--- src/assert_macros.svh ---
// Assertion helpers used by the cluster merge datapath.
// Both macros sample on clk and are disabled while rst_n is low.
`ifndef ASSERT_MACROS_SVH
`define ASSERT_MACROS_SVH

// Check that a property holds at every rising edge of clk.
`define LSCM_ASSERT(lbl, prop, msg) \
  lbl: assert property (@(posedge clk) disable iff (!rst_n) (prop)) else $error(msg);

// Check that a condition never holds.
`define LSCM_NEVER(lbl, cond, msg) \
  lbl: assert property (@(posedge clk) disable iff (!rst_n) !(cond)) else $error(msg);

`endif

--- src/lscm_pkg.sv ---
// ----------------------------------------------------------------------------
// lscm_pkg
// Types, sizes and constants of the line segment cluster merge block.
// ----------------------------------------------------------------------------
package lscm_pkg;

  localparam int MAX_CLUSTERS = 32;
  localparam int COORD_BITS   = 10;
  localparam int TOL_BITS     = 10;
  localparam int MEMB_BITS    = 8;
  localparam int IDX_BITS     = (MAX_CLUSTERS > 1) ? $clog2(MAX_CLUSTERS) : 1;
  localparam int CNT_BITS     = $clog2(MAX_CLUSTERS + 1);

  localparam int IN_W   = ((4 * COORD_BITS + 7) / 8) * 8;
  localparam int OUT_W  = ((4 * COORD_BITS + MEMB_BITS + 7) / 8) * 8;

  localparam logic [TOL_BITS-1:0]  TOL_RESET   = TOL_BITS'(50);
  localparam logic [MEMB_BITS-1:0] MEMBERS_MAX = MEMB_BITS'(255);

  typedef logic [COORD_BITS-1:0] coord_t;

  // Box corners, start x in the lowest bits
  typedef struct packed {
    coord_t ey;
    coord_t ex;
    coord_t sy;
    coord_t sx;
  } box_t;

  typedef struct packed {
    logic [MEMB_BITS-1:0] members;
    box_t                 box;
  } entry_t;

  typedef enum logic [2:0] {
    S_IDLE,
    S_SCAN,
    S_RD_ISSUE,
    S_RD_LOAD
  } state_t;

  // Controller to datapath commands
  typedef struct packed {
    logic seg_load;
    logic ptr_clr;
    logic rd_en;
    logic wr_merge;
    logic wr_new;
    logic drop;
    logic out_load;
    logic tbl_clr;
  } cmd_t;

  // Datapath to controller status
  typedef struct packed {
    logic count_zero;
    logic full;
    logic rd_valid;
    logic match;
    logic cmp_last;
    logic issue_done;
    logic last_seg;
    logic out_free;
  } stat_t;

endpackage

--- src/lscm_ctrl.sv ---
// ----------------------------------------------------------------------------
// lscm_ctrl
// Sequencer for the cluster merge: table scan per segment and frame readout.
// ----------------------------------------------------------------------------
module lscm_ctrl (
  input  logic            clk,
  input  logic            rst_n,
  input  logic            in_tvalid,
  output logic            in_tready,
  input  lscm_pkg::stat_t st,
  output lscm_pkg::cmd_t  cmd
);
  import lscm_pkg::*;

  state_t state_r, state_nxt;
  logic   hit, miss;

  // State register
  always_ff @(posedge clk) begin
    if (!rst_n) begin
      state_r <= S_IDLE;
    end else begin
      state_r <= state_nxt;
    end
  end

  assign hit  = st.rd_valid && st.match;
  assign miss = st.count_zero || (st.rd_valid && !st.match && st.cmp_last);

  // Next state and commands
  always_comb begin
    state_nxt = state_r;
    cmd       = '0;
    in_tready = 1'b0;
    case (state_r)
      S_IDLE: begin
        in_tready = 1'b1;
        if (in_tvalid) begin
          cmd.seg_load = 1'b1;
          cmd.ptr_clr  = 1'b1;
          state_nxt    = S_SCAN;
        end
      end
      S_SCAN: begin
        // keep reads streaming until a hit or the table end
        cmd.rd_en = !st.issue_done && !hit;
        if (hit || miss) begin
          cmd.wr_merge = hit;
          cmd.wr_new   = !hit && !st.full;
          cmd.drop     = !hit && st.full;
          cmd.ptr_clr  = 1'b1;
          state_nxt    = st.last_seg ? S_RD_ISSUE : S_IDLE;
        end
      end
      S_RD_ISSUE: begin
        cmd.rd_en = 1'b1;
        state_nxt = S_RD_LOAD;
      end
      S_RD_LOAD: begin
        // hold the read word until the output register frees up
        if (st.out_free) begin
          cmd.out_load = 1'b1;
          if (st.cmp_last) begin
            cmd.tbl_clr = 1'b1;
            state_nxt   = S_IDLE;
          end else begin
            state_nxt   = S_RD_ISSUE;
          end
        end
      end
      default: begin
        state_nxt = S_IDLE;
      end
    endcase
  end

endmodule

--- src/lscm_dp.sv ---
// ----------------------------------------------------------------------------
// lscm_dp
// Cluster table memory, match and merge logic, tolerance register and the
// output register.
// ----------------------------------------------------------------------------
`include "assert_macros.svh"

module lscm_dp (
  input  logic                         clk,
  input  logic                         rst_n,
  input  lscm_pkg::cmd_t               cmd,
  output lscm_pkg::stat_t              st,
  input  logic [lscm_pkg::IN_W-1:0]    in_tdata,   // start_x, start_y, end_x, end_y
  input  logic                         in_tlast,   // frame_end
  input  logic                         cfg_valid,
  output logic                         cfg_ready,
  input  logic [lscm_pkg::TOL_BITS-1:0] cfg_data,  // tolerance
  output logic                         out_tvalid,
  input  logic                         out_tready,
  output logic [lscm_pkg::OUT_W-1:0]   out_tdata,  // box_start_x, box_start_y,
                                                   // box_end_x, box_end_y, members
  output logic                         out_tuser,  // overflow
  output logic                         out_tlast   // last_cluster
);
  import lscm_pkg::*;

  localparam int CMP_W = (COORD_BITS > TOL_BITS) ? COORD_BITS : TOL_BITS;

  entry_t               mem [MAX_CLUSTERS];
  box_t                 seg_r;
  logic                 last_r;
  logic [TOL_BITS-1:0]  tol_r;
  logic [CNT_BITS-1:0]  count_r;
  logic                 drop_r;
  logic [CNT_BITS-1:0]  rd_ptr_r;
  logic [CNT_BITS-1:0]  cmp_ptr_r;
  logic                 rd_valid_r;
  entry_t               rd_data_r;
  logic                 out_valid_r;
  entry_t               out_entry_r;
  logic                 out_ovf_r;
  logic                 out_last_r;
  entry_t               merged;
  entry_t               fresh;
  logic                 cmp_last;

  function automatic logic near(input coord_t a, input coord_t c,
                                input logic [TOL_BITS-1:0] tol);
    coord_t d;
    d = (a > c) ? (a - c) : (c - a);
    return CMP_W'(d) < CMP_W'(tol);
  endfunction

  // Tolerance register, always ready
  assign cfg_ready = 1'b1;
  always_ff @(posedge clk) begin
    if (!rst_n) begin
      tol_r <= TOL_RESET;
    end else if (cfg_valid) begin
      tol_r <= cfg_data;
    end
  end

  // Latch the accepted segment
  always_ff @(posedge clk) begin
    if (cmd.seg_load) begin
      seg_r  <= box_t'(in_tdata[4*COORD_BITS-1:0]);
      last_r <= in_tlast;
    end
  end

  // Merge of the segment into the word just read
  always_comb begin
    merged = rd_data_r;
    if (seg_r.sx < rd_data_r.box.sx) merged.box.sx = seg_r.sx;
    if (seg_r.sy < rd_data_r.box.sy) merged.box.sy = seg_r.sy;
    if (seg_r.ex > rd_data_r.box.ex) merged.box.ex = seg_r.ex;
    if (seg_r.ey > rd_data_r.box.ey) merged.box.ey = seg_r.ey;
    if (rd_data_r.members != MEMBERS_MAX) begin
      merged.members = rd_data_r.members + MEMB_BITS'(1);
    end
    fresh.box     = seg_r;
    fresh.members = MEMB_BITS'(1);
  end

  // Table memory: one write, one registered read
  always_ff @(posedge clk) begin
    if (cmd.wr_merge) begin
      mem[cmp_ptr_r[IDX_BITS-1:0]] <= merged;
    end else if (cmd.wr_new) begin
      mem[count_r[IDX_BITS-1:0]] <= fresh;
    end
    if (cmd.rd_en) begin
      rd_data_r <= mem[rd_ptr_r[IDX_BITS-1:0]];
      cmp_ptr_r <= rd_ptr_r;
    end
  end

  // Read pointer, fill count and drop flag
  always_ff @(posedge clk) begin
    if (!rst_n) begin
      rd_ptr_r   <= '0;
      rd_valid_r <= 1'b0;
      count_r    <= '0;
      drop_r     <= 1'b0;
    end else begin
      rd_valid_r <= cmd.rd_en;
      if (cmd.ptr_clr) begin
        rd_ptr_r <= '0;
      end else if (cmd.rd_en) begin
        rd_ptr_r <= rd_ptr_r + CNT_BITS'(1);
      end
      if (cmd.tbl_clr) begin
        count_r <= '0;
        drop_r  <= 1'b0;
      end else begin
        if (cmd.wr_new) count_r <= count_r + CNT_BITS'(1);
        if (cmd.drop)   drop_r  <= 1'b1;
      end
    end
  end

  assign cmp_last = (cmp_ptr_r == (count_r - CNT_BITS'(1)));

  // Output register
  always_ff @(posedge clk) begin
    if (!rst_n) begin
      out_valid_r <= 1'b0;
    end else if (cmd.out_load) begin
      out_valid_r <= 1'b1;
    end else if (out_tready) begin
      out_valid_r <= 1'b0;
    end
  end

  always_ff @(posedge clk) begin
    if (cmd.out_load) begin
      out_entry_r <= rd_data_r;
      out_ovf_r   <= drop_r;
      out_last_r  <= cmp_last;
    end
  end

  assign out_tvalid = out_valid_r;
  assign out_tdata  = OUT_W'(out_entry_r);
  assign out_tuser  = out_ovf_r;
  assign out_tlast  = out_last_r;

  // Status to the controller
  always_comb begin
    st.count_zero = (count_r == '0);
    st.full       = (count_r == CNT_BITS'(MAX_CLUSTERS));
    st.rd_valid   = rd_valid_r;
    st.match      = near(seg_r.sx, rd_data_r.box.sx, tol_r) &&
                    near(seg_r.sy, rd_data_r.box.sy, tol_r) &&
                    near(seg_r.ex, rd_data_r.box.ex, tol_r) &&
                    near(seg_r.ey, rd_data_r.box.ey, tol_r);
    st.cmp_last   = cmp_last;
    st.issue_done = (rd_ptr_r == count_r);
    st.last_seg   = last_r;
    st.out_free   = !out_valid_r || out_tready;
  end

  `LSCM_ASSERT(a_count_bound, count_r <= CNT_BITS'(MAX_CLUSTERS), "cluster count above table size")
  `LSCM_NEVER(a_wr_excl, cmd.wr_merge && cmd.wr_new, "merge and append in one cycle")
  `LSCM_ASSERT(a_merge_rd, cmd.wr_merge |-> rd_valid_r, "merge without fresh read data")
  `LSCM_ASSERT(a_clr_empty, cmd.tbl_clr |=> (count_r == '0) && !drop_r, "table not cleared")
  `LSCM_NEVER(a_load_busy, cmd.out_load && out_valid_r && !out_tready, "output overwritten")

endmodule

--- src/line_segment_cluster_merge.sv ---
// ----------------------------------------------------------------------------
// line_segment_cluster_merge
// Leader clustering of the line segments of one frame into bounding boxes.
// ----------------------------------------------------------------------------
// Usage:
//   in_*   : one segment per beat; tdata holds start_x, start_y, end_x, end_y,
//            tlast marks the frame's last segment.
//   out_*  : one cluster per beat during readout; tdata holds the box corners
//            and the member count, tuser the overflow flag, tlast the final
//            cluster of the frame.
//   cfg_*  : write of the tolerance register, taken in any cycle; the user
//            writes it only while the block is idle, which the block does not enforce.
// Throughput: a segment occupies the block for the scan of N clusters, N being
//   the clusters scanned before the first hit (at most 32), set by the single
//   read port of the cluster table feeding one comparator per cycle.
// Readout on tlast follows the scan; each cluster passes S_RD_ISSUE, then
//   S_RD_LOAD. A stalled receiver holds the output register and the readout
//   waits on it. The next segment is taken once the last cluster is loaded.
// Reset: table empty, overflow clear, tolerance back to 50; no clearing pass.
// ----------------------------------------------------------------------------
module line_segment_cluster_merge (
  input  logic                          clk,
  input  logic                          rst_n,
  input  logic                          in_tvalid,
  output logic                          in_tready,
  input  logic [lscm_pkg::IN_W-1:0]     in_tdata,   // start_x, start_y, end_x, end_y
  input  logic                          in_tlast,   // frame_end
  output logic                          out_tvalid,
  input  logic                          out_tready,
  output logic [lscm_pkg::OUT_W-1:0]    out_tdata,  // box_start_x, box_start_y,
                                                    // box_end_x, box_end_y, members
  output logic                          out_tuser,  // overflow
  output logic                          out_tlast,  // last_cluster
  input  logic                          cfg_valid,
  output logic                          cfg_ready,
  input  logic [lscm_pkg::TOL_BITS-1:0] cfg_data    // tolerance
);
  import lscm_pkg::*;

  cmd_t  cmd;
  stat_t st;

  // Sequencer
  lscm_ctrl u_ctrl (
    .clk       (clk),
    .rst_n     (rst_n),
    .in_tvalid (in_tvalid),
    .in_tready (in_tready),
    .st        (st),
    .cmd       (cmd)
  );

  // Table and datapath
  lscm_dp u_dp (
    .clk        (clk),
    .rst_n      (rst_n),
    .cmd        (cmd),
    .st         (st),
    .in_tdata   (in_tdata),
    .in_tlast   (in_tlast),
    .cfg_valid  (cfg_valid),
    .cfg_ready  (cfg_ready),
    .cfg_data   (cfg_data),
    .out_tvalid (out_tvalid),
    .out_tready (out_tready),
    .out_tdata  (out_tdata),
    .out_tuser  (out_tuser),
    .out_tlast  (out_tlast)
  );

endmodule

--- config.mk ---
export PLATFORM = sky130hd
export DESIGN_NAME = line_segment_cluster_merge
export DESIGN_NICKNAME = d
export VERILOG_FILES = /design/src/lscm_pkg.sv /design/src/lscm_ctrl.sv /design/src/lscm_dp.sv /design/src/line_segment_cluster_merge.sv
export VERILOG_INCLUDE_DIRS = /design/src /design/src/src
export SDC_FILE = /design/constraint.sdc
export NUM_CORES = 2
export LEC_CHECK = 0
export ABC_AREA = 1
export BUFFER_PORTS_ARGS = -buffer_cell sky130_fd_sc_hd__clkbuf_2
export CORE_ASPECT_RATIO = 0.6
export CORE_MARGIN = 2
export CORE_UTILIZATION = 25
export DETAILED_ROUTE_END_ITERATION = 12
export PLACE_DENSITY = 0.43
export SETUP_SLACK_MARGIN = 0.3
export SYNTH_ARGS = -nofsm -noshare
export SYNTH_HDL_FRONTEND = slang
export SYNTH_HIERARCHICAL = 1
export SYNTH_SLANG_ARGS = --single-unit
--- constraint.sdc ---
create_clock -name clk -period 8.47 [get_ports clk]
set_input_delay 0.847 -clock clk [delete_from_list [all_inputs] [get_ports clk]]
set_output_delay 0.847 -clock clk [all_outputs]
set_load 0.05 [all_outputs]
==> summary.md <==
| Metric | Value |
|---|---|
| Worst slew pin tran | `1.281 ns` |
| GRT overflow | `0` |
| Top delay family on crit path | `simple AND/OR/NAND/NOR gates` |
| Clock Tree Buf Depth | `4` |
| Area grow syn2layout | `14.21%` |
| Seq/Total Area, Yosys | `69.72%` |
| GRT Total Usage | `16.14%` |
| Vias in the first global route | `between 40k and 50k` |
| Post-route ant nets | `0` |
| FF/Latch Area | `a little over 50000 sq um` |
| Crit. End Element | `flip-flop` |
| Critical Path Most Common Cell | `nand2_1` |
| Fin crit share | `88.87%` |
| Gpl congestion | `about 0.86` |
| Status | `finished, final reports clean` |
| Clock sink count | `about 1.7k` |
| Post-synth top flop | `edfxtp_1` |
| Ranking of synthesized cells by area | `edfxtp_1 69%, nand2_1 6.1%, nor2_1 5.7%, o21ai_0 4.1%, nand3_1 3.5%` |
| Worst-path clk slew | `about 0.07 ns` |
| Setup crit start kind | `flip-flop` |
| Final wirelength | `247.2 mm` |
| Comb power frac | `26.4%` |
| Synth cell types | `40` |
| Tmin final | `roughly 7.5 ns` |
| Clock share of power | `roughly 28%` |
| Hold Crit Class | `in -> reg` |
| Via/cell ratio | `around 4.7` |
| RSZ-0062 raised after global routing | `no` |
| Synthesis-stage register bit count | `around 1.7k` |
| Internal | `about 16 mW` |
| Die ar. | `~300000 sq um` |
| Post-Synthesis Cells | `6441` |
| Highest routed layer | `met4` |
| Largest net degree at the start of global routing | `about 160` |
| CP peak stage delay | `0.75 ns` |
| Multi-input logic area | `19720 sq um` |
| R2r setup slk | `0.94 ns` |
| Die Y | `about 420 um` |
| Post-synth net total | `6626` |
| Post-CTS Resized | `0` |
| IO buf count | `107` |
| Worst Path Max Fanout | `18` |
| Sw Share | `between 30% and 40%` |
| WP buf/inv | `8` |
| Metal-1 WL | `124.0 mm` |
| Post-layout nets | `approximately 6.7k` |
| Slowest CP cell | `nor2_4` |
| Met2 WL | `100.6 mm` |
| DR DRC count | `0` |
| Syn. warnings | `6` |
| Number of synthesized flops with an enable pin | `1681` |
| Slew headroom | `~14%` |
| DRT iter0 DRCs | `5817` |
| Crit Path Class | `reg -> reg` |
| Filler Cell Count | `slightly below 30k` |
| Hold_buf cts | `0` |
| P_sw | `just under 9 mW` |
| CTS tree | `done` |
| Worst Path Required | `8.94 ns` |
| Post-synth ARST share | `0%` |
| Clk Latency, worst-skew pair | `0.85 ns` |
| First-pass GRT wire length | `351.7 mm` |
| Num rows | `approximately 150` |
| Synth top area share | `68.98%` |
| Metal3 WL | `roughly 18 mm` |
| Fin. Hold Viols | `0` |
| TritonRoute pass-1 iters | `6` |
| Synth Cell Area | `about 73000 sq um` |
| Starting Density | `25.20%` |
| Synth Area per Inst | `about 11 sq um` |
| Worst vdd ir | `roughly 280 uV` |
| Setup-failing EPs final | `0` |
| Routed len/inst | `about 24 um` |
| Final max-slew violation count | `0` |
| Core area | `290400 sq um` |
| Via count | `49.52k` |
| CTS root buf | `clkbuf_16` |
| Power Density | `~300 nW/um^2` |
| Clock buffer count from CTS | `163` |
| Largest area contributor in the netlist | `edfxtp_1` |
| Fin Setup TNS | `0 ns` |
| Die W | `about 700 um` |
| CP Data Arrival Time | `7.99 ns` |
| Lkg Pwr | `29.50 nW` |
| Fmax | `0.1329 GHz` |
| Htree depth | `4` |
| Post-CTS Setup Bufs | `0` |
| Hold Slack | `between 0.15 and 0.2 ns` |
| Clock skew | `approximately 0.07 ns` |
| Ports | `roughly 110` |
| Seq pwr share | `45.3%` |
| Initial antenna violation count | `13` |
| Layout cell share with drive strength beyond 1 | `approximately 8.3%` |
| Number of max-cap violations | `0` |
| Commonest cells post-synth | `1681 x edfxtp_1, 1184 x nand2_1, 1106 x nor2_1` |
| Post-DP HPWL | `approximately 150 mm` |
| Count leader, synth | `edfxtp_1` |
-- state kept, by name, indices dropped and copies added (netlist names) --
signal,flops
u_dp/tol_r,10
u_dp/rd_valid_r,1
u_dp/out_tlast,1
u_dp/out_tuser,1
u_ctrl/state_r,2
u_dp/rd_ptr_r,6
u_dp/drop_r,1
u_dp/count_r,6
u_dp/mem,1536
u_dp/last_r,1
u_dp/rd_data_r,48
u_dp/fresh,40
u_dp/cmp_ptr_r,6
u_dp/out_tdata,48
u_dp/out_tvalid,1
-- per-stage QoR --
stage / util, % / instances / setup slack (ns) / total power, mW / area [sq um]
2_1_floorplan: - / 6441 / 2.032 / 15.03 / 73180
3_3_place_gp: 27.11 / 10210 / 1.018 / 18.16 / 78730
3_5_place_dp: 27.11 / 10210 / 1.054 / 18.16 / 78730
4_1_cts: 28.78 / 10490 / 0.9981 / 25.24 / 83560
5_1_grt: 28.78 / 10490 / 0.5209 / 26.16 / 83570
6_report: 28.78 / 10500 / 0.9429 / 25.05 / 83580
-- final cells by class --
class | count | share of cell area (%)
Sequential cell | 1708 | 61.06
Clock inverter | 67 | 0.6078
Tap cell | 3875 | 5.801
Antenna cell | 8 | 0.02395
Inverter | 331 | 1.524
Multi-Input combinational cell | 4053 | 23.59
Clock buffer | 208 | 5.170
Timing Repair Buffer | 245 | 2.224
-- cells in the final DEF (no fill, tap or decap), types with 13 or more instances in the layout --
cell       synthesis  final
a21oi_1          172    171
buf_12             2     23
buf_4             18    115
clkbuf_1         152     41
clkbuf_16          0    166
clkbuf_2           0    107
clkinv_1           0     33
clkinv_2           0     18
dfxtp_1           27     23
edfxtp_1        1681   1681
ha_1             121    121
inv_1            321    317
nand2_1         1184   1184
nand3_1          519    518
nand4_1           19     19
nor2_1          1106   1073
nor2_4             1     35
nor3_1            13     13
o211ai_1         146    146
o21ai_0          600    560
o21ai_1          101    103
o21ai_4            0     34
xor2_1            18     18
-- power groups by stage --
stage / sequential (mW) / combinational (mW) / clock (mW)
finish: 11.4 / 6.60 / 7.09
global route: 11.4 / 7.19 / 7.58
CTS: 11.4 / 6.64 / 7.24
detailed placement: 11.5 / 6.62 / 0
global placement: 11.5 / 6.62 / 0
floorplan: 11.7 / 3.38 / 0
-- layer usage --
layer	GRT usage [%]	up-vias
li1	-	22550
met5	0	-
met2	22.34	1744
met1	25.60	24980
met3	3.300	249
met4	3.111	0
-- kinds of logic (layout without fill, tap and decap cells) --
family	after synthesis	count (layout)	share of synthesized area (%)
AOI/OAI and AO/OA	1034	1034	7.620
xor gates and xnor gates	30	30	0.3590
adders and majority gates	129	129	2.288
buffers and inverters	680	851	4.274
DFF	1708	1708	69.72
other	1	9	0.005124
and+or+nand+nor	2859	2859	15.74
-- path summary, 6_finish.rpt --
| path | from | endpoint | cells after the start |
|---|---|---|---|
| max | u_dp/rd_data_r[25] | u_dp/mem[11][20] | 31 |
| min | in_tdata[25] | u_dp/fresh[25] | 1 |
| max reg2reg | u_dp/rd_data_r[25] | u_dp/mem[11][20] | 31 |
| min reg2reg | u_dp/rd_data_r[19] | u_dp/out_tdata[19] | 0 |
(Power assumes the default switching activity.)
